**config.mk**
```make
export PLATFORM = sky130hd
export DESIGN_NAME = udpc_core
export DESIGN_NICKNAME = d
export VERILOG_FILES = /design/src/rtl/udpc_pkg.sv /design/src/rtl/udpc_core.sv
export SDC_FILE = /design/constraint.sdc
export NUM_CORES = 1
export LEC_CHECK = 0
export BUFFER_PORTS_ARGS = -buffer_cell sky130_fd_sc_hd__buf_2
export CAP_MARGIN = 20
export CORE_ASPECT_RATIO = 1.2
export CORE_MARGIN = 1
export CORE_UTILIZATION = 45
export DETAILED_ROUTE_END_ITERATION = 7
export PLACE_DENSITY_LB_ADDON = 0.05
export SETUP_SLACK_MARGIN = 0.15
export SLEW_MARGIN = 20
export SYNTH_ARGS = -nofsm -noshare
export SYNTH_HDL_FRONTEND = slang
export SYNTH_SLANG_ARGS = --single-unit
```
**constraint.sdc**
```tcl
create_clock -name i_clk -period 21.4 [get_ports i_clk]
set_input_delay 6.42 -clock i_clk [delete_from_list [all_inputs] [get_ports i_clk]]
set_output_delay 6.42 -clock i_clk [all_outputs]
set_load 0.03 [all_outputs]
```
**src/rtl/udpc_pkg.sv**
```systemverilog
// ----------------------------------------------------------------------------
// udpc_pkg
// Types, constants and helpers shared by the UDP datagram checker.
// ----------------------------------------------------------------------------
`default_nettype none

package udpc_pkg;

    localparam int unsigned SumW   = 16;
    localparam int unsigned CountW = 17;

    localparam logic [SumW-1:0]   UdpProtocol    = 16'd17;
    localparam logic [SumW-1:0]   UdpHeaderBytes = 16'd8;
    localparam logic [CountW-1:0] CountLimit     = 17'h1_0000;

    localparam logic [0:0] IpVersionV4 = 1'b0;
    localparam logic [0:0] IpVersionV6 = 1'b1;

    localparam logic [0:0] ActionPseudo   = 1'b0;
    localparam logic [0:0] ActionDatagram = 1'b1;

    typedef enum logic [2:0] {
        VERDICT_OK        = 3'd0,
        VERDICT_TOO_SHORT = 3'd1,
        VERDICT_LEN_BAD   = 3'd2,
        VERDICT_ZERO_CSUM = 3'd3,
        VERDICT_CSUM_BAD  = 3'd4
    } t_verdict;

    typedef struct packed {
        logic       action;
        logic [7:0] data_byte;
        logic       last_byte;
    } t_in_word;

    typedef struct packed {
        logic [2:0]  verdict;
        logic [15:0] src_port;
        logic [15:0] dst_port;
        logic [15:0] udp_length;
        logic [15:0] checksum_field;
    } t_out_word;

    // ones' complement add with end-around carry
    function automatic logic [SumW-1:0] add_ones(input logic [SumW-1:0] a,
                                                 input logic [SumW-1:0] b);
        logic [SumW:0] s;
        begin
            s = {1'b0, a} + {1'b0, b};
            add_ones = s[SumW-1:0] + {{(SumW-1){1'b0}}, s[SumW]};
        end
    endfunction

endpackage

`default_nettype wire

```
**src/rtl/udpc_core.sv**
```systemverilog
// ----------------------------------------------------------------------------
// udpc_core
// Running checksum, header capture, byte count and verdict for one datagram.
// ----------------------------------------------------------------------------
`default_nettype none

module udpc_core (
    input  wire logic               i_clk,
    input  wire logic               i_rst_n,
    input  wire logic               i_step,
    input  wire udpc_pkg::t_in_word i_word,
    input  wire logic               i_ip_version,
    output logic                    o_done,
    output udpc_pkg::t_out_word     o_result
);

    logic [15:0] r_sum,   n_sum;
    logic [7:0]  r_held,  n_held;
    logic        r_odd,   n_odd;
    logic        r_in_dg, n_in_dg;
    logic [16:0] r_count, n_count;
    logic [15:0] r_sport, n_sport;
    logic [15:0] r_dport, n_dport;
    logic [15:0] r_len,   n_len;
    logic [15:0] r_csum,  n_csum;

    // values after this byte, before any clear
    logic [15:0] upd_sum;
    logic [7:0]  upd_held;
    logic        upd_odd;
    logic        upd_in_dg;
    logic [16:0] upd_count;
    logic [15:0] upd_sport;
    logic [15:0] upd_dport;
    logic [15:0] upd_len;
    logic [15:0] upd_csum;
    logic        feed;
    logic        is_dg;

    logic [17:0] total;
    logic [16:0] fold1;
    logic [15:0] final_sum;
    udpc_pkg::t_verdict verdict;

    assign is_dg  = (i_word.action == udpc_pkg::ActionDatagram);
    assign feed   = i_step && (is_dg || !r_in_dg);
    assign o_done = i_step && is_dg && i_word.last_byte;

    always_comb begin
        upd_sum   = r_sum;
        upd_held  = r_held;
        upd_odd   = r_odd;
        upd_in_dg = r_in_dg;
        upd_count = r_count;
        upd_sport = r_sport;
        upd_dport = r_dport;
        upd_len   = r_len;
        upd_csum  = r_csum;
        if (feed) begin
            if (r_odd) begin
                upd_sum = udpc_pkg::add_ones(r_sum, {r_held, i_word.data_byte});
                upd_odd = 1'b0;
            end else begin
                upd_held = i_word.data_byte;
                upd_odd  = 1'b1;
            end
        end
        if (i_step && is_dg) begin
            upd_in_dg = 1'b1;
            case (r_count)
                17'd0: upd_sport = {i_word.data_byte, 8'h00};
                17'd1: upd_sport = {r_sport[15:8], i_word.data_byte};
                17'd2: upd_dport = {i_word.data_byte, 8'h00};
                17'd3: upd_dport = {r_dport[15:8], i_word.data_byte};
                17'd4: upd_len   = {i_word.data_byte, 8'h00};
                17'd5: upd_len   = {r_len[15:8], i_word.data_byte};
                17'd6: upd_csum  = {i_word.data_byte, 8'h00};
                17'd7: upd_csum  = {r_csum[15:8], i_word.data_byte};
                default: ;
            endcase
            if (r_count != udpc_pkg::CountLimit) begin
                upd_count = r_count + 17'd1;
            end
        end
    end

    // pad, protocol and length words summed at once, then folded twice
    always_comb begin
        total = {2'b00, upd_sum}
              + {2'b00, (upd_odd ? {upd_held, 8'h00} : 16'h0000)}
              + {2'b00, udpc_pkg::UdpProtocol}
              + {2'b00, upd_len};
        fold1     = {1'b0, total[15:0]} + {15'd0, total[17:16]};
        final_sum = fold1[15:0] + {15'd0, fold1[16]};
    end

    always_comb begin
        if (upd_count < {1'b0, udpc_pkg::UdpHeaderBytes}) begin
            verdict = udpc_pkg::VERDICT_TOO_SHORT;
        end else if (upd_len < udpc_pkg::UdpHeaderBytes
                     || {1'b0, upd_len} != upd_count) begin
            verdict = udpc_pkg::VERDICT_LEN_BAD;
        end else if (upd_csum == 16'h0000) begin
            verdict = (i_ip_version == udpc_pkg::IpVersionV6)
                    ? udpc_pkg::VERDICT_ZERO_CSUM : udpc_pkg::VERDICT_OK;
        end else if (final_sum != 16'hFFFF) begin
            verdict = udpc_pkg::VERDICT_CSUM_BAD;
        end else begin
            verdict = udpc_pkg::VERDICT_OK;
        end
    end

    always_comb begin
        o_result.verdict        = verdict;
        o_result.src_port       = upd_sport;
        o_result.dst_port       = upd_dport;
        o_result.udp_length     = upd_len;
        o_result.checksum_field = upd_csum;
    end

    // everything clears once the verdict is out
    always_comb begin
        if (o_done) begin
            n_sum   = '0;
            n_held  = '0;
            n_odd   = 1'b0;
            n_in_dg = 1'b0;
            n_count = '0;
            n_sport = '0;
            n_dport = '0;
            n_len   = '0;
            n_csum  = '0;
        end else begin
            n_sum   = upd_sum;
            n_held  = upd_held;
            n_odd   = upd_odd;
            n_in_dg = upd_in_dg;
            n_count = upd_count;
            n_sport = upd_sport;
            n_dport = upd_dport;
            n_len   = upd_len;
            n_csum  = upd_csum;
        end
    end

    always_ff @(posedge i_clk) begin
        if (!i_rst_n) begin
            r_sum   <= '0;
            r_held  <= '0;
            r_odd   <= 1'b0;
            r_in_dg <= 1'b0;
            r_count <= '0;
            r_sport <= '0;
            r_dport <= '0;
            r_len   <= '0;
            r_csum  <= '0;
        end else begin
            r_sum   <= n_sum;
            r_held  <= n_held;
            r_odd   <= n_odd;
            r_in_dg <= n_in_dg;
            r_count <= n_count;
            r_sport <= n_sport;
            r_dport <= n_dport;
            r_len   <= n_len;
            r_csum  <= n_csum;
        end
    end

endmodule

`default_nettype wire

```
# After elaboration in Yosys (flattened, before gate mapping)

Cells that the tools add are included.
W data, S select, Z words.

Bits in read-only memories: 0
Memory bits (writable): 0
Word-level logic and storage cells: 61
Input port bits: 14
Memories: 0
Bits in latches: 0
Register bits: 107

Div/mod/pow operators: 0
Bitwise gates (word level): 1
Order comparisons: 2
Shift operators: 0
$add $sub $neg: 8
Equality and inequality tests: 10
Reduce and logical (&&, ||, !) cells: 9
Multiplexer cells: 22
Multipliers: 0

Operator list:

| cell                    | count |
|---|---|
| $pmux W16 S2            | 4 |
| $mux W16                | 7 |
| $eq A17 B3 Y1 const B   | 4 |
| $add A16 B16 Y17        | 2 |
| $eq A17 B2 Y1 const B   | 2 |
| $mux W17                | 2 |
| $add A16 B1 Y16         | 2 |
| $add A17 B5 Y18 const B | 1 |
| $add A18 B16 Y18        | 1 |
| $add A16 B2 Y17         | 1 |
| $add A17 B1 Y17 const B | 1 |
| $eq A17 B1 Y1 const B   | 1 |
| $logic_not A17 Y1       | 1 |
| $lt A17 B4 Y1 const B   | 1 |
| $ne A16 B17 Y1          | 1 |
| $ne A17 B17 Y1 const B  | 1 |
| $logic_not A16 Y1       | 1 |
| $lt A16 B4 Y1 const B   | 1 |
| $mux W8                 | 2 |
| $ne A16 B16 Y1 const B  | 1 |
| $mux W3                 | 4 |
| $logic_and A1 B1 Y1     | 3 |
| $logic_or A1 B1 Y1      | 2 |
| $mux W1                 | 2 |
| other kinds (4)         | 4 |

# Longest topological paths before layout

Word-level depth: 15
Mapped depth: 43
Depth with buffers taken out: 42

# Worst setup path before layout

No wires, ideal clock.

Kind: in2out
Start point: input port i_word[1] (netlist name)
End point: output port o_result[66] (netlist name)
Buffers on the path: 1
Cell stages on the path: 42
Data arrival time: 14.400 ns
Path slack: 0.580 ns
Path through: ha_1 fa_1 a21o_1 a21oi_1 o21ai_0 a21o_1 a21oi_1 a32oi_1 a21o_1 a21o_1 ha_1 ha_1 and2_0 nand2_1 xnor2_1 mux2i_1 fa_1 inv_1 (+6 left out) a21oi_2 o21ai_0 a21oi_1 xnor2_1 ha_1 fa_1 nand3b_1 nor2_1 nand2_1 nor3_1 ha_1 ha_1 nand2_1 o21ai_0 a31oi_1 nor4b_1 o2111a_1 a2111oi_2

RTL lines:

| item            | RTL line        | source |
|---|---|---|
| start, declared | udpc_core.sv:11 | `input wire udpc_pkg::t_in_word i_word,` |
| end, declared   | udpc_core.sv:14 | `output udpc_pkg::t_out_word o_result` |

==> results.json <==
{
  "die_w_um": 120.9,
  "vias": 6856,
  "nets": 1063,
  "tightest_slew_ns": 0.9724,
  "avgViaCountPerCell": 5.685,
  "critPathBufInv": 4,
  "reg2regPathDepth": 17,
  "antennaDiodeCount": 0,
  "maxClockFrequency_mhz": 48.09,
  "synthCells": 915,
  "maxSlewHeadroom": 0.3462,
  "drcViolationCount": 0,
  "synth_area_per_cell_um2": 8.347,
  "hold_viol": 0,
  "startpoint_type": "input port",
  "synthFlopType": "dfxtp_1",
  "drive_gt1_frac": 0.1690,
  "insertion_delay_ns": 0.36,
  "syn_area_um2": 7637,
  "slowest_stage": "fa_1",
  "yosysSeqAreaShare": 0.2805,
  "htreeDepth": 3,
  "placementRows": 51,
  "first_pass_iters": 5,
  "ir_drop_mv": 0.03893,
  "finalCritPeriodShare": 0.9717,
  "worstPathArrival_ns": 14.37,
  "ys_seq_elements": 107,
  "pin_count": 82,
  "async_reset_ff_frac": 0,
  "portBuffers": 81,
  "hold_path.class": "reg2reg",
  "grt_antenna_before_repair": 0,
  "synth_nets": 989,
  "clock_path_buffers": 2,
  "post-dp-hpwl_um": 16080,
  "critPathCapture": "o_result[66]",
  "place.gp.congestion": 0.8840,
  "grtUsageTotal": 0.2524,
  "drtIter0Drc": 401,
  "die_h_um": 144.7,
  "post-route-min-period_ns": 20.79,
  "numClockSinks": 107,
  "synth_edf_count": 0,
  "cts_root_buffer": "clkbuf_16",
  "grt_max_degree": 65,
  "r2r-end": "r_sum[12]$_SDFF_PP0_",
  "grt_pass1_wl_um": 33830,
  "wl_um": 21540,
  "cpPeakStageDelay_ns": 0.52,
  "crit_required_ns": 14.98,
  "synth_cell_types": 82,
  "status": "complete, no violations",
  "cts_tree": "built",
  "cp.depth": 40,
  "crit_fanout": 6,
  "crit_type": "in2out",
  "initial_core_util": 0.4657,
  "rrSetupSlack_ns": 17.74,
  "cap_violations": 0,
  "ys_warn_count": 0,
  "cp_top_family": "compound AO/OA/AOI/OAI gates",
  "drv_slew": 0,
  "die_area_um2": 17500,
  "powerDensity_nw_per_um2": 53.75,
  "end_kind": "output port",
  "cts_buffers": 9,
  "r2r-start": "r_sum[0]$_SDFF_PP0_",
  "finalSetupViolCount": 0,
  "syn_to_final_growth_pct": 13.75,
  "rsz0062_at_grt": "no",
  "finalPower_mw": 0.4670,
  "totalNegativeSetupSlack_ns": 0,
  "clock_skew_ns": 0.01046,
  "grt_pass1_vias": 6311,
  "cts.clk_slew.worst_paths_ns": 0.08,
  "core_um2": 16400,
  "gr-total-overflow": 0,
  "post_drt_wl_per_cell_um": 17.86,
  "p_leak_nw": 3.903,
  "ant_nets": 0,
  "cp-startpoint": "i_word[1]"
}
cells by family after synthesis:
| group | Yosys count | synth area share |
|---|---|---|
| adder cells (fa/ha/maj) | 60 | 0.1091 |
| buffers and inverters | 94 | 0.05161 |
| AND/OR/NAND/NOR | 346 | 0.2389 |
| XOR/XNOR | 76 | 0.08912 |
| AO/OA/AOI/OAI | 228 | 0.2254 |
| multiplexers | 4 | 0.005406 |
| flip-flops | 107 | 0.2805 |
final cells by class:
| cell class | instances | area, um2 |
|---|---|---|
| Clock buffer | 9 | 225.2 |
| Clock inverter | 7 | 91.34 |
| Fill cell | 1570 | 7712 |
| Inverter | 55 | 206.4 |
| Multi-Input combinational cell | 714 | 5187 |
| Sequential cell | 107 | 2142 |
| Tap cell | 212 | 265.3 |
| Timing Repair Buffer | 102 | 569.3 |
where the power goes:
part / internal [mW] / switching (mW) / total [mW]
Sequential: 0.202 / 0.00245 / 0.205
Combinational: 0.0311 / 0.0567 / 0.0878
Clock: 0.0848 / 0.0897 / 0.174
sequential cells by signal (all words and copies together), names as in the netlist:
| name | cells |
|---|---|
| r_count | 17 |
| r_csum | 16 |
| r_dport | 16 |
| r_len | 16 |
| r_sport | 16 |
| r_sum | 16 |
| r_held | 8 |
| r_in_dg | 1 |
| r_odd | 1 |
per-stage QoR:
stage | hold slack, ns | std cells | instance area (um2) | setup slack, ns | util
after global placement | 0.4431 | 1186 | 8255 | 0.4020 | 0.5034
final | 0.4656 | 1206 | 8687 | 0.6064 | 0.5297
after global routing | 0.4869 | 1206 | 8687 | 0.1280 | 0.5297
after floorplan | 0.4266 | 915 | 7637 | 0.5800 | -
after CTS | 0.4583 | 1202 | 8572 | 0.1988 | 0.5227
after detailed placement | 0.4454 | 1186 | 8255 | 0.2286 | 0.5034
worst register-to-register path, delay by kind of cell, from the launching register on:
kind	cells	cell delay (ns)
flip-flops	1	0.32
adder cells (fa/ha/maj)	4	1.00
XOR/XNOR	1	0.25
AO/OA/AOI/OAI	9	1.40
AND/OR/NAND/NOR	3	0.55
how the worst min path moves through the flow:
stage / start / end / cells past startpoint
final: r_in_dg$_SDFFE_PP0P_ / r_in_dg$_SDFFE_PP0P_ / 2
after global routing: r_in_dg$_SDFFE_PP0P_ / r_in_dg$_SDFFE_PP0P_ / 2
after detailed placement: r_in_dg$_SDFFE_PP0P_ / r_in_dg$_SDFFE_PP0P_ / 2
after floorplan: r_in_dg$_SDFFE_PP0P_ / r_in_dg$_SDFFE_PP0P_ / 2
after global placement: r_in_dg$_SDFFE_PP0P_ / r_in_dg$_SDFFE_PP0P_ / 2
after CTS: r_in_dg$_SDFFE_PP0P_ / r_in_dg$_SDFFE_PP0P_ / 2
placed cells by master (no fill, tap or decap), drive strengths merged, types with 11 or more instances in the layout:
cell,instances
fa,11
nand2,65
nor2,93
dfxtp,107
nor2b,54
o21ai,32
a22oi,19
nor3,18
buf,102
xor2,27
a21oi,45
and3,15
nand4,12
xnor2,49
nand3,26
a21o,12
ha,49
a22o,47
nor4,12
inv,58
layer usage:
layer | global-route usage | routed length [um] | vias up
li1 | - | - | 3446
met1 | 0.3203 | 9690 | 3233
met2 | 0.4388 | 10620 | 145
met3 | 0.02625 | 667 | 32
met4 | 0.09747 | 564 | 0
met5 | 0 | 0 | -
repair_timing:
action,in CTS,in global routing
buffers inserted,0,4
setup endpoints to repair,0,1
hold buffers,0,0
resized for setup,0,22
cells in the mapped netlist (16+ instances only):
library cell,number,share of area
a21oi_1,42,0.028
a22o_1,47,0.054
clkbuf_1,25,0.012
dfxtp_1,107,0.28
ha_1,49,0.080
inv_1,55,0.027
nand2_1,65,0.032
nand3_1,25,0.016
nor2_1,93,0.046
nor2b_1,54,0.044
nor3_1,16,0.010
o21ai_0,24,0.016
xnor2_1,47,0.054
xor2_1,27,0.031
Power figures use the tool's default switching activity.
